File: src/rtl/clt_pkg.sv
// shared constants, types and helper functions of the console line tokenizer
`timescale 1ns / 1ps
`default_nettype none

package clt_pkg;

	localparam int LINE_CHARS = 64;
	localparam int ADDR_W     = $clog2(LINE_CHARS);
	localparam int FILL_W     = $clog2(LINE_CHARS + 1);
	localparam int CFG_IDX_W  = 2;

	localparam logic [7:0] SPACE_CHAR = 8'h20;
	localparam logic [7:0] COMMA_CHAR = 8'h2c;
	localparam logic [7:0] COLON_CHAR = 8'h3a;
	localparam logic [7:0] SLASH_CHAR = 8'h2f;

	localparam logic [7:0] DELETE_RST = 8'd127;
	localparam logic [7:0] END_RST    = 8'd13;
	localparam logic [7:0] QUOTE_RST  = 8'd34;

	localparam logic [CFG_IDX_W-1:0] REG_DELETE_CODE = 2'd0;
	localparam logic [CFG_IDX_W-1:0] REG_END_CODE    = 2'd1;
	localparam logic [CFG_IDX_W-1:0] REG_QUOTE_CODE  = 2'd2;

	typedef enum logic [2:0] {
		CLS_DELIM  = 3'd0,
		CLS_QUOTE  = 3'd1,
		CLS_DELETE = 3'd2,
		CLS_END    = 3'd3,
		CLS_OTHER  = 3'd4
	} cls_t;

	typedef logic [1:0] mode_t;

	localparam mode_t MODE_BETWEEN = 2'd0;
	localparam mode_t MODE_QUOTED  = 2'd1;
	localparam mode_t MODE_WORD    = 2'd2;
	localparam mode_t MODE_AFTER   = 2'd3;

	// next mode, indexed by current mode, one row per class except end, which always returns to between
	localparam mode_t NM_DELIM [4] = '{MODE_BETWEEN, MODE_QUOTED, MODE_AFTER, MODE_AFTER};
	localparam mode_t NM_QUOTE [4] = '{MODE_QUOTED, MODE_AFTER, MODE_QUOTED, MODE_QUOTED};
	localparam mode_t NM_DELETE [4] = '{MODE_BETWEEN, MODE_QUOTED, MODE_WORD, MODE_AFTER};
	localparam mode_t NM_OTHER [4] = '{MODE_WORD, MODE_QUOTED, MODE_WORD, MODE_WORD};

	typedef struct packed {
		logic take_in;
		logic step_mode;
		logic wr_en;
		logic wr_space;
		logic del;
		logic scan_start;
		logic rd;
		logic proc;
		logic flush;
		logic line_done;
	} cmd_t;

	typedef struct packed {
		cls_t  cls;
		mode_t mode;
		logic  scan_end;
		logic  proc_stall;
		logic  flush_wait;
	} sts_t;

	// delimiters win over the programmable codes, then quote, delete, end
	function automatic cls_t classify(input logic [7:0] c, input logic [7:0] quote_code,
			input logic [7:0] delete_code, input logic [7:0] end_code);
		cls_t cls;
		if (c == COMMA_CHAR || c == SPACE_CHAR || c == COLON_CHAR || c == SLASH_CHAR) begin
			cls = CLS_DELIM;
		end else if (c == quote_code) begin
			cls = CLS_QUOTE;
		end else if (c == delete_code) begin
			cls = CLS_DELETE;
		end else if (c == end_code) begin
			cls = CLS_END;
		end else begin
			cls = CLS_OTHER;
		end
		return cls;
	endfunction

	function automatic mode_t next_mode(input cls_t cls, input mode_t mode);
		mode_t nm;
		case (cls)
			CLS_DELIM:  nm = NM_DELIM[mode];
			CLS_QUOTE:  nm = NM_QUOTE[mode];
			CLS_DELETE: nm = NM_DELETE[mode];
			CLS_END:    nm = MODE_BETWEEN;
			CLS_OTHER:  nm = NM_OTHER[mode];
			default:    nm = MODE_BETWEEN;
		endcase
		return nm;
	endfunction

endpackage

`default_nettype wire

File: src/rtl/clt_char_if.sv
// input character channel
`timescale 1ns / 1ps
`default_nettype none

interface clt_char_if;
	logic       valid;
	logic       ready;
	logic [7:0] char_code;

	modport source (output valid, output char_code, input ready);
	modport sink (input valid, input char_code, output ready);
endinterface

`default_nettype wire

File: src/rtl/clt_tok_if.sv
// token character output channel
`timescale 1ns / 1ps
`default_nettype none

interface clt_tok_if;
	logic       valid;
	logic       ready;
	logic [7:0] token_char;
	logic       token_last;
	logic       line_last;

	modport source (output valid, output token_char, output token_last, output line_last,
		input ready);
	modport sink (input valid, input token_char, input token_last, input line_last,
		output ready);
endinterface

`default_nettype wire

File: src/rtl/clt_cfg_if.sv
// configuration register write channel
`timescale 1ns / 1ps
`default_nettype none

interface clt_cfg_if;
	logic                           valid;
	logic                           ready;
	logic [clt_pkg::CFG_IDX_W-1:0]  index;
	logic [7:0]                     wdata;

	modport source (output valid, output index, output wdata, input ready);
	modport sink (input valid, input index, input wdata, output ready);
endinterface

`default_nettype wire

File: src/rtl/console_line_tokenizer_unit.sv
// top level of the console line tokenizer
`timescale 1ns / 1ps
`default_nettype none

// Takes one console character per input transaction and edits a 64-character
// line store; on the end-of-line code the stored line is split into tokens and
// sent out one character per output transaction, the last character of each
// token marked by token_last and the last of the line by line_last. An ordinary
// character, delimiter or delete passes through a take and an execute step, a
// quote that also stores a space through one more write step. An end-of-line scans
// the stored line, holding while the output is stalled: the line store has one
// registered read port, and each read is followed by a classify-and-emit step.
// No input is taken during line emission. The configuration port is always ready.

module console_line_tokenizer_unit (
	input  wire logic clk,
	input  wire logic arst_n,
	clt_char_if.sink  char_in,
	clt_tok_if.source tok_out,
	clt_cfg_if.sink   cfg
);

	clt_pkg::cmd_t cmd;
	clt_pkg::sts_t sts;

	assign cfg.ready = 1'b1;

	clt_controller u_controller (
		.clk      (clk),
		.arst_n   (arst_n),
		.in_valid (char_in.valid),
		.in_ready (char_in.ready),
		.sts      (sts),
		.cmd      (cmd)
	);

	clt_datapath u_datapath (
		.clk       (clk),
		.arst_n    (arst_n),
		.cmd       (cmd),
		.sts       (sts),
		.char_code (char_in.char_code),
		.cfg_valid (cfg.valid),
		.cfg_index (cfg.index),
		.cfg_wdata (cfg.wdata),
		.out_ready (tok_out.ready),
		.out_valid (tok_out.valid),
		.out_char  (tok_out.token_char),
		.out_tlast (tok_out.token_last),
		.out_llast (tok_out.line_last)
	);

endmodule

`default_nettype wire

File: src/rtl/clt_datapath.sv
// datapath: code registers, line store, token scanner and output register
`timescale 1ns / 1ps
`default_nettype none

module clt_datapath (
	input  wire logic                          clk,
	input  wire logic                          arst_n,
	input  wire clt_pkg::cmd_t                 cmd,
	output      clt_pkg::sts_t                 sts,
	input  wire logic [7:0]                    char_code,
	input  wire logic                          cfg_valid,
	input  wire logic [clt_pkg::CFG_IDX_W-1:0] cfg_index,
	input  wire logic [7:0]                    cfg_wdata,
	input  wire logic                          out_ready,
	output      logic                          out_valid,
	output      logic [7:0]                    out_char,
	output      logic                          out_tlast,
	output      logic                          out_llast
);

	logic [7:0]                  char_q;
	logic [7:0]                  delete_q;
	logic [7:0]                  end_q;
	logic [7:0]                  quote_q;
	clt_pkg::mode_t              mode_q;
	logic [clt_pkg::FILL_W-1:0]  fill_q;
	logic [clt_pkg::FILL_W-1:0]  idx_q;
	logic [7:0]                  rdata_q;
	logic [7:0]                  pend_char_q;
	logic                        pend_valid_q;
	logic                        pend_tlast_q;
	logic                        open_q;
	logic                        quoted_q;
	logic                        ovalid_q;
	logic [7:0]                  ochar_q;
	logic                        otlast_q;
	logic                        ollast_q;

	logic [7:0] mem [clt_pkg::LINE_CHARS];

	clt_pkg::cls_t cls_in;
	clt_pkg::cls_t cls_rd;
	logic          emit;
	logic          close;
	logic          quoted_nxt;
	logic          can_push;
	logic          proc_stall;
	logic          proc_go;
	logic          push_proc;
	logic          push_flush;
	logic          has_room;
	logic          we;
	logic [7:0]    wdata;

	assign cls_in = clt_pkg::classify(char_q, quote_q, delete_q, end_q);
	assign cls_rd = clt_pkg::classify(rdata_q, quote_q, delete_q, end_q);

	// token split of one stored character
	always_comb begin
		emit       = 1'b0;
		close      = 1'b0;
		quoted_nxt = quoted_q;
		if (quoted_q) begin
			emit = 1'b1;
			if (cls_rd == clt_pkg::CLS_QUOTE) begin
				close      = 1'b1;
				quoted_nxt = 1'b0;
			end
		end else if (cls_rd == clt_pkg::CLS_DELIM) begin
			close = 1'b1;
		end else begin
			emit = 1'b1;
			if (cls_rd == clt_pkg::CLS_QUOTE) begin
				quoted_nxt = 1'b1;
			end
		end
	end

	assign can_push   = !ovalid_q || out_ready;
	assign proc_stall = emit && pend_valid_q && !can_push;
	assign proc_go    = cmd.proc && !proc_stall;
	assign push_proc  = proc_go && emit && pend_valid_q;
	assign push_flush = cmd.flush && pend_valid_q && can_push;

	assign has_room = fill_q < clt_pkg::FILL_W'(clt_pkg::LINE_CHARS);
	assign we       = cmd.wr_en && has_room;
	assign wdata    = cmd.wr_space ? clt_pkg::SPACE_CHAR : char_q;

	assign sts.cls        = cls_in;
	assign sts.mode       = mode_q;
	assign sts.scan_end   = idx_q == fill_q;
	assign sts.proc_stall = proc_stall;
	assign sts.flush_wait = pend_valid_q && !can_push;

	always_ff @(posedge clk or negedge arst_n) begin
		if (!arst_n) begin
			delete_q <= clt_pkg::DELETE_RST;
			end_q    <= clt_pkg::END_RST;
			quote_q  <= clt_pkg::QUOTE_RST;
		end else if (cfg_valid) begin
			case (cfg_index)
				clt_pkg::REG_DELETE_CODE: delete_q <= cfg_wdata;
				clt_pkg::REG_END_CODE:    end_q    <= cfg_wdata;
				clt_pkg::REG_QUOTE_CODE:  quote_q  <= cfg_wdata;
				default: ;
			endcase
		end
	end

	always_ff @(posedge clk or negedge arst_n) begin
		if (!arst_n) begin
			mode_q       <= clt_pkg::MODE_BETWEEN;
			fill_q       <= '0;
			idx_q        <= '0;
			pend_valid_q <= 1'b0;
			pend_tlast_q <= 1'b0;
			open_q       <= 1'b0;
			quoted_q     <= 1'b0;
			ovalid_q     <= 1'b0;
		end else begin
			if (cmd.step_mode) begin
				mode_q <= clt_pkg::next_mode(cls_in, mode_q);
			end

			if (cmd.line_done) begin
				fill_q <= '0;
			end else if (we) begin
				fill_q <= fill_q + 1'b1;
			end else if (cmd.del && fill_q != '0) begin
				fill_q <= fill_q - 1'b1;
			end

			if (cmd.scan_start) begin
				idx_q <= '0;
			end else if (cmd.rd) begin
				idx_q <= idx_q + 1'b1;
			end

			if (cmd.scan_start) begin
				pend_valid_q <= 1'b0;
				pend_tlast_q <= 1'b0;
				open_q       <= 1'b0;
				quoted_q     <= 1'b0;
			end else if (proc_go) begin
				quoted_q <= quoted_nxt;
				if (emit) begin
					pend_valid_q <= 1'b1;
					pend_tlast_q <= close;
					open_q       <= !close;
				end else if (close) begin
					if (open_q) begin
						pend_tlast_q <= 1'b1;
					end
					open_q <= 1'b0;
				end
			end else if (push_flush) begin
				pend_valid_q <= 1'b0;
			end

			if (push_proc || push_flush) begin
				ovalid_q <= 1'b1;
			end else if (out_ready) begin
				ovalid_q <= 1'b0;
			end
		end
	end

	always_ff @(posedge clk) begin
		if (cmd.take_in) begin
			char_q <= char_code;
		end
		if (proc_go && emit) begin
			pend_char_q <= rdata_q;
		end
		if (push_proc) begin
			ochar_q  <= pend_char_q;
			otlast_q <= pend_tlast_q;
			ollast_q <= 1'b0;
		end else if (push_flush) begin
			ochar_q  <= pend_char_q;
			otlast_q <= 1'b1;
			ollast_q <= 1'b1;
		end
	end

	// line store, one write and one registered read port
	always_ff @(posedge clk) begin
		if (we) begin
			mem[fill_q[clt_pkg::ADDR_W-1:0]] <= wdata;
		end
		if (cmd.rd) begin
			rdata_q <= mem[idx_q[clt_pkg::ADDR_W-1:0]];
		end
	end

	assign out_valid = ovalid_q;
	assign out_char  = ochar_q;
	assign out_tlast = otlast_q;
	assign out_llast = ollast_q;

endmodule

`default_nettype wire

File: src/rtl/clt_controller.sv
// controller state machine: editing steps and line scan sequencing
`timescale 1ns / 1ps
`default_nettype none

module clt_controller (
	input  wire logic          clk,
	input  wire logic          arst_n,
	input  wire logic          in_valid,
	output      logic          in_ready,
	input  wire clt_pkg::sts_t sts,
	output      clt_pkg::cmd_t cmd
);

	typedef enum logic [6:0] {
		S_IDLE     = 7'b0000001,
		S_EXEC     = 7'b0000010,
		S_WR_SPACE = 7'b0000100,
		S_WR_CHAR  = 7'b0001000,
		S_RD       = 7'b0010000,
		S_PROC     = 7'b0100000,
		S_FLUSH    = 7'b1000000
	} state_t;

	state_t state_q;
	state_t state_nxt;

	assign in_ready = state_q == S_IDLE;

	always_comb begin
		state_nxt = state_q;
		cmd       = '0;
		case (state_q)
			S_IDLE: begin
				if (in_valid) begin
					cmd.take_in = 1'b1;
					state_nxt   = S_EXEC;
				end
			end
			S_EXEC: begin
				cmd.step_mode = 1'b1;
				state_nxt     = S_IDLE;
				case (sts.cls)
					clt_pkg::CLS_DELIM: begin
						cmd.wr_en = sts.mode == clt_pkg::MODE_QUOTED ||
							sts.mode == clt_pkg::MODE_WORD;
					end
					clt_pkg::CLS_QUOTE: begin
						cmd.wr_en = 1'b1;
						// closing quote gets a space after, a quote inside a word one before
						if (sts.mode == clt_pkg::MODE_QUOTED) begin
							state_nxt = S_WR_SPACE;
						end else if (sts.mode == clt_pkg::MODE_WORD) begin
							cmd.wr_space = 1'b1;
							state_nxt    = S_WR_CHAR;
						end
					end
					clt_pkg::CLS_DELETE: begin
						cmd.del = 1'b1;
					end
					clt_pkg::CLS_END: begin
						cmd.scan_start = 1'b1;
						state_nxt      = S_RD;
					end
					default: begin
						cmd.wr_en = 1'b1;
					end
				endcase
			end
			S_WR_SPACE: begin
				cmd.wr_en    = 1'b1;
				cmd.wr_space = 1'b1;
				state_nxt    = S_IDLE;
			end
			S_WR_CHAR: begin
				cmd.wr_en = 1'b1;
				state_nxt = S_IDLE;
			end
			S_RD: begin
				if (sts.scan_end) begin
					state_nxt = S_FLUSH;
				end else begin
					cmd.rd    = 1'b1;
					state_nxt = S_PROC;
				end
			end
			S_PROC: begin
				cmd.proc = 1'b1;
				if (!sts.proc_stall) begin
					state_nxt = S_RD;
				end
			end
			S_FLUSH: begin
				cmd.flush = 1'b1;
				if (!sts.flush_wait) begin
					cmd.line_done = 1'b1;
					state_nxt     = S_IDLE;
				end
			end
			default: begin
				state_nxt = S_IDLE;
			end
		endcase
	end

	always_ff @(posedge clk or negedge arst_n) begin
		if (!arst_n) begin
			state_q <= S_IDLE;
		end else begin
			state_q <= state_nxt;
		end
	end

endmodule

`default_nettype wire

File: src/flat_wrapper.sv
// flat-port wrapper written by rule: the top's interface ports become plain ports
module console_line_tokenizer_unit_flat 
  (clk, arst_n, char_in_valid, char_in_char_code, char_in_ready, tok_out_valid, tok_out_token_char, tok_out_token_last, tok_out_line_last, tok_out_ready, cfg_valid, cfg_index, cfg_wdata, cfg_ready);
  clt_char_if char_in_i ();
  clt_tok_if tok_out_i ();
  clt_cfg_if cfg_i ();
  input  wire logic clk;
  input  wire logic arst_n;
  input wire logic [$bits(char_in_i.valid)-1:0] char_in_valid;
  input wire logic [$bits(char_in_i.char_code)-1:0] char_in_char_code;
  output wire logic [$bits(char_in_i.ready)-1:0] char_in_ready;
  output wire logic [$bits(tok_out_i.valid)-1:0] tok_out_valid;
  output wire logic [$bits(tok_out_i.token_char)-1:0] tok_out_token_char;
  output wire logic [$bits(tok_out_i.token_last)-1:0] tok_out_token_last;
  output wire logic [$bits(tok_out_i.line_last)-1:0] tok_out_line_last;
  input wire logic [$bits(tok_out_i.ready)-1:0] tok_out_ready;
  input wire logic [$bits(cfg_i.valid)-1:0] cfg_valid;
  input wire logic [$bits(cfg_i.index)-1:0] cfg_index;
  input wire logic [$bits(cfg_i.wdata)-1:0] cfg_wdata;
  output wire logic [$bits(cfg_i.ready)-1:0] cfg_ready;
  assign char_in_i.valid = char_in_valid;
  assign char_in_i.char_code = char_in_char_code;
  assign char_in_ready = char_in_i.ready;
  assign tok_out_valid = tok_out_i.valid;
  assign tok_out_token_char = tok_out_i.token_char;
  assign tok_out_token_last = tok_out_i.token_last;
  assign tok_out_line_last = tok_out_i.line_last;
  assign tok_out_i.ready = tok_out_ready;
  assign cfg_i.valid = cfg_valid;
  assign cfg_i.index = cfg_index;
  assign cfg_i.wdata = cfg_wdata;
  assign cfg_ready = cfg_i.ready;
  console_line_tokenizer_unit u_core (.clk(clk), .arst_n(arst_n), .char_in(char_in_i), .tok_out(tok_out_i), .cfg(cfg_i));
endmodule
File: config.mk
export PLATFORM = sky130hd
export DESIGN_NAME = console_line_tokenizer_unit_flat
export DESIGN_NICKNAME = d
export VERILOG_FILES = /design/src/rtl/clt_pkg.sv /design/src/rtl/clt_char_if.sv /design/src/rtl/clt_tok_if.sv /design/src/rtl/clt_cfg_if.sv /design/src/rtl/console_line_tokenizer_unit.sv /design/src/rtl/clt_datapath.sv /design/src/rtl/clt_controller.sv /design/src/flat_wrapper.sv
export SDC_FILE = /design/constraint.sdc
export NUM_CORES = 1
export LEC_CHECK = 0
export BUFFER_PORTS_ARGS = -buffer_cell sky130_fd_sc_hd__buf_2
export CORE_ASPECT_RATIO = 1.4
export CORE_MARGIN = 2
export CORE_UTILIZATION = 45
export DETAILED_ROUTE_END_ITERATION = 10
export PLACE_DENSITY = 0.65
export SLEW_MARGIN = 20
export SYNTH_ARGS = -nofsm -noshare
export SYNTH_HDL_FRONTEND = slang
export SYNTH_HIERARCHICAL = 1
export SYNTH_SLANG_ARGS = --single-unit
File: constraint.sdc
create_clock -name clk -period 9.1 [get_ports clk]
set_clock_uncertainty 0.1 [all_clocks]
set_input_delay 1.82 -clock clk [delete_from_list [all_inputs] [get_ports clk]]
set_output_delay 1.82 -clock clk [all_outputs]
set_load 0.005 [all_outputs]
==> results_dict.tcl, run 1 <==
set metrics [dict create \
    area_growth_pct 11.7 \
    drv_slew 0 \
    diodes 0 \
    root_buffer "clkbuf_16" \
    worstSetupStartpointType "flip-flop" \
    avgSynthCellArea_um2 18.8 \
    final-hold-violation-count 0 \
    max_cap_viol_count 0 \
    portBuffers 34 \
    synth_edf_count 545 \
    fin_area_um2 27200 \
    post_cts_buffers 0 \
    gp_congestion 0.887 \
    relSlewSlack_pct 33.0 \
    drt_wl_total_um 57000 \
    cts.htree.levels 2 \
    start_util_pct 45.6 \
    yosys_warnings 6 \
    ys_types 74 \
    coreArea_um2 53300 \
    grt_pass1_wl_um 84500 \
    grt_setup_unrepaired "no" \
    placed_cells 1993 \
    clock-sinks 598 \
    vias 12500 \
    fin_cells 2092 \
    antenna_found_initial 1 \
    clk_path_buf_depth 3 \
    end_kind "flip-flop" \
    cts_made_buffers 53 \
    ys_seq_area_share_pct 72.8 \
    dp_hpwl_um 35500 \
    worstPathCellList "xor2_1 > nor4_1 > o211ai_1 > a21oi_1 > inv_1 > a21oi_1 > o21ai_0 > a2111oi_0 > nand2b_1 > inv_1 > nand4_1 > nor2_1" \
    firstDrtPassIters 4 \
    leakage_uw 0.00852 \
    grt.overflow.total 0 \
    cts_resized 0 \
    cp.arrival_ns 5.76 \
    fmax_mhz 178 \
    worstSetupPathType "flip-flop to flip-flop" \
    max_stage_delay_ns 0.83 \
    final_common_cell "edfxtp_1" \
    dpl_cell_area_um2 25200 \
    tns_ns 0 \
    most-common-layout-cells "545 x edfxtp_1, 121 x mux4_2, 92 x nor2_1" \
    drt_iter0_drc 1110 \
    ys_dominant_reg_cell "edfxtp_1" \
    clkTransAtPathRegs_ns 0.06 \
    drive_gt1_share_pct 24.4 \
    grt_pass1_vias 12900 \
    irDropWorstVdd_mv 0.150 \
    hold_buffers 0 \
    syn-instance-count 1293 \
    ys_seq_elements 598 \
    cts_tree "built" \
    viasPerCell 5.95 \
    status "complete, no violations" \
    ant_nets 0 \
    netlist_area_um2 24300 \
    fin_crit_sh_pct 61.9 \
    dieWidth_um 201 \
    final-setup-viol-count 0 \
    ios 36 \
    drc_errors 0 \
    track_usage_pct 20.5 \
    layout.nets 1366 \
    die-area_um2 56000 \
    clk_latency_ns 0.60 \
    num_rows 100 \
    fin_crit_ns 5.63 \
    crit_path_max_fanout 12 \
    grt_max_degree 65 \
    hold_class "flip-flop to flip-flop" \
    worst_slew_pin_slew_ns 0.999 \
    wl_per_cell_um 27.2 \
    slowest_stage "nor2_1" \
    synthesis.nets 1325 \
    dieHeight_um 279 \
    finalCoreUtilization_pct 51.0 \
    powerDensity_nw_per_um2 218 \
    required_ns 9.23 \
    synthArstFlopShare_pct 8.70 \
]
==> through the flow <==
step / hold slack [ns] / total power, uW / setup WS (ns)
2_1_floorplan: 0.300 / 3360 / 4.87
3_3_place_gp: 0.303 / 3490 / 3.76
3_5_place_dp: 0.306 / 3500 / 3.55
4_1_cts: 0.322 / 5970 / 3.51
5_1_grt: 0.326 / 6100 / 3.06
6_report: 0.320 / 5920 / 3.47
==> routing by layer <==
metal / track usage (%) / wire length, um
met4: 10.5 / 3080
met5: 0 / 13
met2: 35.3 / 28900
met1: 25.5 / 21800
met3: 2.85 / 3160
==> critical path, delay by kind of cell, from the launching register on <==
kind	cells	cell delay, ns
AND/OR/NAND/NOR	4	2.54
AO/OA/AOI/OAI	5	1.49
flip-flops	1	0.53
buffers and inverters	2	0.40
XOR/XNOR	1	0.22
==> cell usage after synthesis, types with 7 or more instances <==
cell type / count / share of area, %
a22o_1: 12 / 0.43
nand2_1: 22 / 0.34
mux4_2: 121 / 11
nand3_1: 15 / 0.31
clkbuf_1: 25 / 0.39
a21oi_1: 29 / 0.60
nand2b_1: 8 / 0.21
or2_2: 9 / 0.23
o21ai_0: 15 / 0.31
dfstp_2: 13 / 1.4
nand4_1: 12 / 0.31
o22ai_1: 14 / 0.36
mux2_2: 27 / 1.2
nor3_1: 14 / 0.29
dfrtp_1: 39 / 4.0
xor2_1: 15 / 0.54
inv_1: 23 / 0.35
mux2i_1: 11 / 0.45
buf_4: 8 / 0.25
o221ai_1: 8 / 0.29
a22oi_1: 7 / 0.22
nor4_1: 8 / 0.21
xnor2_1: 34 / 1.2
a221oi_1: 10 / 0.36
ha_1: 8 / 0.41
nand3b_1: 11 / 0.34
nor2b_1: 17 / 0.44
or3_1: 9 / 0.23
nor2_1: 93 / 1.4
edfxtp_1: 545 / 67
buf_2: 18 / 0.37
mux4_1: 7 / 0.76
==> registers in the layout (all words and copies together), names as in the netlist, 2 cells and up <==
signal and cells:
u_core/u_datapath/mem 512, u_core/u_datapath/char_q 8, u_core/u_datapath/delete_q 8, u_core/u_datapath/end_q 8, u_core/u_datapath/out_char 8, u_core/u_datapath/pend_char_q 8, u_core/u_datapath/quote_q 8, u_core/u_datapath/rdata_q 8
u_core/u_controller/state_q 7, u_core/u_datapath/fill_q 7, u_core/u_datapath/idx_q 7, u_core/u_datapath/mode_q 2
==> layout make-up <==
type                    instances  area [um^2]
well taps                     714          893
repair buffers                 53          313
multi-input cells             605         6210
flip-flops and latches        598        17700
clock buffers                  58         1350
clock inverters                41          623
inverters                      23         86.3
fillers                      4233        26100
==> where the power goes <==
part           total [uW]  leakage [uW]  switching, uW  internal (uW)
Sequential           3160       0.00550           42.3           3120
Clock                2490      0.000952           1010           1480
Combinational         271       0.00207            194           76.7
Total                5920       0.00852           1240           4680
==> logic make-up after synthesis <==
| family | after synthesis | share of synthesized area [%] |
|---|---|---|
| adders and majority gates | 9 | 0.494 |
| muxes | 166 | 13.7 |
| other | 1 | 0.0154 |
| AOI/OAI and AO/OA | 137 | 4.05 |
| buffers and inverters | 90 | 2.05 |
| xor gates and xnor gates | 49 | 1.76 |
| and+or+nand+nor | 243 | 5.20 |
| DFF | 598 | 72.8 |
==> final timing paths <==
path                                            endpoint  slack, ns  cells after the start                              from
max reg2reg                 u_core/u_datapath/mem[63][6]       3.47                     12       u_core/u_datapath/char_q[4]
min                        u_core/u_datapath/out_char[7]       0.32                      0  u_core/u_datapath/pend_char_q[7]
max                         u_core/u_datapath/mem[63][6]       3.47                     12       u_core/u_datapath/char_q[4]
min in group asynchronous     u_core/u_datapath/end_q[5]       1.24                      2                            arst_n
max in group asynchronous     u_core/u_datapath/idx_q[1]       7.12                      2                            arst_n
min reg2reg                u_core/u_datapath/out_char[7]       0.32                      0  u_core/u_datapath/pend_char_q[7]
Power figures use the tool's default switching activity.
==> run 2, diff against run 1 <==
==> constraint.sdc (replaced) <==
create_clock -name clk -period 5.8 [get_ports clk]
set_clock_uncertainty 0.1 [all_clocks]
set_input_delay 1.16 -clock clk [delete_from_list [all_inputs] [get_ports clk]]
set_output_delay 1.16 -clock clk [all_outputs]
set_load 0.005 [all_outputs]
==> run 2 against run 1 <==
  * Die area unchanged
  * Worst hold slack better by 0.0031 ns
  * Clock power grew 39%
  * Cell count up 1.3%
  * Critical path depth is the same
  * Maximum frequency grew 7.6%
  * Wire length shrank 1.9%
  * Non-clock buffer count rose by 26
  * Via count shrank 0.43%
  * Cell area is essentially flat
  * Global-route usage down 0.50 points
  * Largest cell class unchanged
==> results_dict.tcl, run 2 (synthesized netlist as in run 1, its figures left out) <==
set metrics [dict create \
    status "complete, no violations" \
    leakage_uw 0.00854 \
    crit_path_max_fanout 12 \
    power_uw 8860 \
    r2r_cells 12 \
    start_util_pct 45.6 \
    ant_nets 0 \
    ios 36 \
    largest_reg_flops 512 \
    grt_max_degree 71 \
    fin_cells 2119 \
    portBuffers 34 \
    num_rows 100 \
    cts_resized 0 \
    drv_slew 0 \
    wl_per_cell_um 26.4 \
    clock-sinks 598 \
    dp_hpwl_um 36700 \
    fin_crit_sh_pct 90.2 \
    die-area_um2 56000 \
    tns_ns 0 \
    cts.htree.levels 2 \
    most-common-layout-cells "545 x edfxtp_1, 121 x mux4_2, 92 x nor2_1" \
    worstHoldStart "u_core/u_datapath/pend_char_q[6]" \
    drive_gt1_share_pct 25.0 \
    dieHeight_um 279 \
    hold_class "flip-flop to flip-flop" \
    end_kind "flip-flop" \
    worstHoldPathCells 0 \
    cts_made_buffers 54 \
    grt.overflow.total 0 \
    clk_latency_ns 0.60 \
    drt_iter0_drc 1177 \
    root_buffer "clkbuf_16" \
    area_growth_pct 11.6 \
    gp_congestion 0.897 \
    viasPerCell 5.85 \
    clkTransAtPathRegs_ns 0.07 \
    grt_pass1_wl_um 83200 \
    worstSetupStartpointType "flip-flop" \
    required_ns 5.91 \
    dieWidth_um 201 \
    cp.arrival_ns 5.34 \
    fmax_mhz 191 \
    powerDensity_nw_per_um2 326 \
    placed_cells 2019 \
    grt_setup_unrepaired "no" \
    post_cts_buffers 0 \
    final-hold-violation-count 0 \
    worstSetupPathType "flip-flop to flip-flop" \
    diodes 0 \
    r2r-start "u_core/u_datapath/char_q[7]" \
    drt_wl_total_um 55900 \
    track_usage_pct 20.0 \
    fin_hold_ws_ns 0.323 \
    irDropWorstVdd_mv 0.252 \
    cts_tree "built" \
    final-setup-viol-count 0 \
    vias 12400 \
    antenna_found_initial 0 \
    drc_errors 0 \
    max_cap_viol_count 0 \
    hold_buffers 0 \
    clk_path_buf_depth 3 \
    relSlewSlack_pct 28.0 \
    final_common_cell "edfxtp_1" \
    worst_slew_pin_slew_ns 1.08 \
    firstDrtPassIters 5 \
    grt_pass1_vias 12800 \
    layout.nets 1393 \
    fin_crit_ns 5.23 \
    coreArea_um2 53300 \
    r2r_slack_ns 0.57 \
    r2r-end "u_core/u_datapath/mem[62][2]" \
    hold_path_end "u_core/u_datapath/out_char[6]" \
]
run 2: changes by cell type in the layout (fill, tap and decap cells not counted), moves of 2 or more:
cell and delta:
buf_4 +22, bufinv_16 -10, clkinv_1 +7, buf_12 +4
clkinvlp_4 +4, nor3_1 +3, nor3_2 -3, clkbuf_1 +2
clkbuf_16 +2, clkinv_16 -2
run 2: layer usage:
metal / GRT usage [%] / vias to the layer above / share of wire [%]
li1: - / 5366 / -
met1: 25.0 / 6467 / 39
met2: 35.3 / 452 / 52
met3: 2.30 / 113 / 5.0
met4: 9.08 / 0 / 4.5
met5: 0 / - / 0
run 2: worst max-delay path, cell delays in order, from the launching register on:
cell and delay [ns]:
edfxtp_1 0.50, xor2_1 0.21, nor4_1 0.52, o211ai_1 0.21
a21oi_1 0.26, inv_1 0.08, a21oi_1 0.14, o21ai_0 0.08
a2111oi_0 0.67, nand2b_1 0.43, inv_1 0.32, nand3_1 0.53
nor2_1 0.77
run 2: final cells by class:
type,count,area (um^2)
multi-input combinational,605,6190
fill,4282,26100
tap,714,893
clock buffer,62,1400
inverter,23,86.3
clock inverter,38,317
sequential,598,17700
timing repair buffer,79,558
run 2: worst max path at each step:
stage / start / to / slack, ns / cells after the start
6_report: u_core/u_datapath/char_q[7] / u_core/u_datapath/mem[62][2] / 0.57 / 12
5_1_grt: u_core/u_datapath/char_q[4] / u_core/u_datapath/mem[62][2] / 0.18 / 12
4_1_cts: u_core/u_datapath/char_q[4] / u_core/u_datapath/mem[62][2] / 0.59 / 12
3_5_place_dp: u_core/u_datapath/char_q[4] / u_core/u_datapath/mem[62][3] / 0.64 / 12
3_3_place_gp: u_core/u_datapath/char_q[7] / u_core/u_datapath/mem[62][3] / 0.64 / 12
2_1_floorplan: u_core/u_datapath/char_q[2] / u_core/u_datapath/mem[0][1] / 1.57 / 10
run 2: power by group:
group / total, uW / switching (uW) / internal (uW)
sequential: 4960 / 66.0 / 4890
clock: 3470 / 1550 / 1920
combinational: 422 / 297 / 125
total: 8860 / 1920 / 6940
run 2: through the flow:
step           utilization, %  setup slack, ns  area (um^2)
2_1_floorplan               -             1.57        24300
3_3_place_gp             47.7            0.642        25400
3_5_place_dp             47.7            0.642        25400
4_1_cts                  51.0            0.589        27200
5_1_grt                  51.0            0.184        27200
6_report                 51.0            0.568        27200
==> run 3, diff against run 2 <==
--- a/config.mk
+++ b/config.mk
@@ -8,9 +8,9 @@
 export BUFFER_PORTS_ARGS = -buffer_cell sky130_fd_sc_hd__buf_2
 export CORE_ASPECT_RATIO = 1.4
 export CORE_MARGIN = 2
-export CORE_UTILIZATION = 45
+export CORE_UTILIZATION = 30
 export DETAILED_ROUTE_END_ITERATION = 10
-export PLACE_DENSITY = 0.65
+export PLACE_DENSITY = 0.49
 export SLEW_MARGIN = 20
 export SYNTH_ARGS = -nofsm -noshare
 export SYNTH_HDL_FRONTEND = slang
==> run 3 against run 2 <==
  * Sequential power is essentially flat
  * Count of clock-buffer cells in the layout grew 12
  * Utilization shrank 16 points
  * Global-route usage shrank 5.5 points
  * Sequential share of layout area shrank 1.9 points
  * Via count grew 0.43%
  * Register-to-register slack gained 0.26 ns
  * Power grew 2.8%
  * Maximum frequency grew 5.1%
  * Critical endpoint is now u_core/u_datapath/mem[9][3]
  * Highest routed layer unchanged
==> results_dict.tcl, run 3 (synthesized netlist as in run 1, its figures left out) <==
set metrics [dict create \
    status "complete, no violations" \
    viasPerCell 4.97 \
    final_common_cell "edfxtp_1" \
    grt_pass1_vias 12900 \
    grt_pass1_wl_um 88600 \
    crit_path_max_fanout 12 \
    tns_ns 0 \
    num_rows 123 \
    r2r-end "u_core/u_datapath/mem[9][3]" \
    end_kind "flip-flop" \
    crit_buf_inv 2 \
    pre_cts_slack_ns 0.876 \
    ios 36 \
    fin_area_um2 28000 \
    diodes 0 \
    root_buffer "clkbuf_16" \
    path_depth 13 \
    start_util_pct 30.3 \
    post_cts_buffers 0 \
    hold_buffers 0 \
    dpl_cell_area_um2 26100 \
    fin_crit_ns 4.98 \
    worst_slew_pin_slew_ns 1.04 \
    layout.nets 1430 \
    dieHeight_um 341 \
    portBuffers 34 \
    wl_per_cell_um 24.3 \
    fmax_mhz 201 \
    worstSetupStartpointType "flip-flop" \
    antenna_found_initial 1 \
    fin_crit_sh_pct 85.8 \
    cts.htree.levels 2 \
    firstDrtPassIters 5 \
    max_cap_viol_count 0 \
    hold_path_end "u_core/u_datapath/out_char[3]" \
    fin_hold_ws_ns 0.324 \
    relSlewSlack_pct 30.6 \
    hold_class "flip-flop to flip-flop" \
    r2r_cells 13 \
    drt_iter0_drc 934 \
    cp.arrival_ns 5.11 \
    leakage_uw 0.00876 \
    drv_slew 0 \
    largest_reg_flops 512 \
    area_growth_pct 14.9 \
    clock-sinks 598 \
    setup_ws_ns 0.824 \
    clkTransAtPathRegs_ns 0.06 \
    dp_hpwl_um 39400 \
    grt_setup_unrepaired "no" \
    drc_errors 0 \
    ant_nets 0 \
    final-hold-violation-count 0 \
    required_ns 5.93 \
    drive_gt1_share_pct 26.7 \
    grt.overflow.total 0 \
    clk_latency_ns 0.62 \
    dieWidth_um 245 \
    worstHoldPathCells 0 \
    worstHoldStart "u_core/u_datapath/pend_char_q[3]" \
    die-area_um2 83400 \
    r2r_slack_ns 0.82 \
    cp_top_family "simple AND/OR/NAND/NOR gates" \
    drt_wl_total_um 60800 \
    clk_path_buf_depth 3 \
    finalCoreUtilization_pct 34.8 \
    irDropWorstVdd_mv 0.250 \
    coreArea_um2 80300 \
    grt_max_degree 65 \
    max_stage_delay_ns 0.77 \
    worstPathCellList "xor2_1 > nor4_1 > o211ai_1 > a21oi_1 > inv_1 > a21oi_1 > o21ai_0 > a2111oi_0 > buf_4 > nand2b_1 > nor2_1 > nand2_1 > nor2_1" \
    final-setup-viol-count 0 \
    cts_resized 0 \
    cts_made_buffers 56 \
    vias 12500 \
    track_usage_pct 14.5 \
    most-common-layout-cells "545 x edfxtp_1, 121 x mux4_2, 92 x nor2_1" \
    cts_tree "built" \
    worstSetupPathType "flip-flop to flip-flop" \
    slowest_stage "nor2_1" \
    gp_congestion 0.845 \
    r2r-start "u_core/u_datapath/char_q[4]" \
    powerDensity_nw_per_um2 325 \
]
run 3: cell types whose count changed in the layout (fill, tap and decap cells not counted), moves of 2 or more:
cell       before  now
clkbuf_16      55   57
clkinv_2        9    2
clkinv_1       14    7
bufinv_16       4    6
clkbuf_1        7   15
clkbuf_8        0    2
buf_4          41   77
run 3: layer usage:
| metal | routed length (um) | part of all wire [%] | up-vias | track usage (%) |
|---|---|---|---|---|
| met5 | 0 | 0 | - | 0 |
| li1 | - | - | 5446 | - |
| met4 | 1700 | 2.8 | 0 | 4.60 |
| met1 | 24300 | 40 | 6599 | 17.4 |
| met2 | 32600 | 54 | 319 | 26.8 |
| met3 | 2270 | 3.7 | 87 | 1.89 |
run 3: metrics by stage:
step / cells / total power, uW
finish: 2503 / 9100
CTS: 2502 / 9210
global route: 2503 / 9390
detailed placement: 2401 / 5500
floorplan: 1293 / 5270
global placement: 2401 / 5490
run 3: worst max path at each step:
stage | end | startpoint | slack (ns)
after floorplan | u_core/u_datapath/mem[0][1] | u_core/u_datapath/char_q[2] | 1.57
after detailed placement | u_core/u_datapath/mem[9][1] | u_core/u_datapath/char_q[4] | 0.88
after CTS | u_core/u_datapath/mem[9][1] | u_core/u_datapath/char_q[4] | 0.82
final | u_core/u_datapath/mem[9][3] | u_core/u_datapath/char_q[4] | 0.82
after global routing | u_core/u_datapath/mem[9][6] | u_core/u_datapath/char_q[4] | 0.33
after global placement | u_core/u_datapath/mem[10][4] | u_core/u_datapath/char_q[1] | 0.95
run 3: cell type report:
type                            instances  area [um^2]
Tap cell                             1062         1330
Clock inverter                         27          323
Multi-Input combinational cell        605         6200
Timing Repair Buffer                  114          808
Clock buffer                           74         1510
Inverter                               23         86.3
Sequential cell                       598        17700
Fill cell                            7535        52400
run 3: power breakdown:
group          switching (uW)  internal, uW  leakage, uW  total (uW)
clock                    1600          2100     0.000861        3700
combinational             307           130      0.00240         437
sequential               66.0          4900      0.00550        4960
total                    1970          7130      0.00876        9100
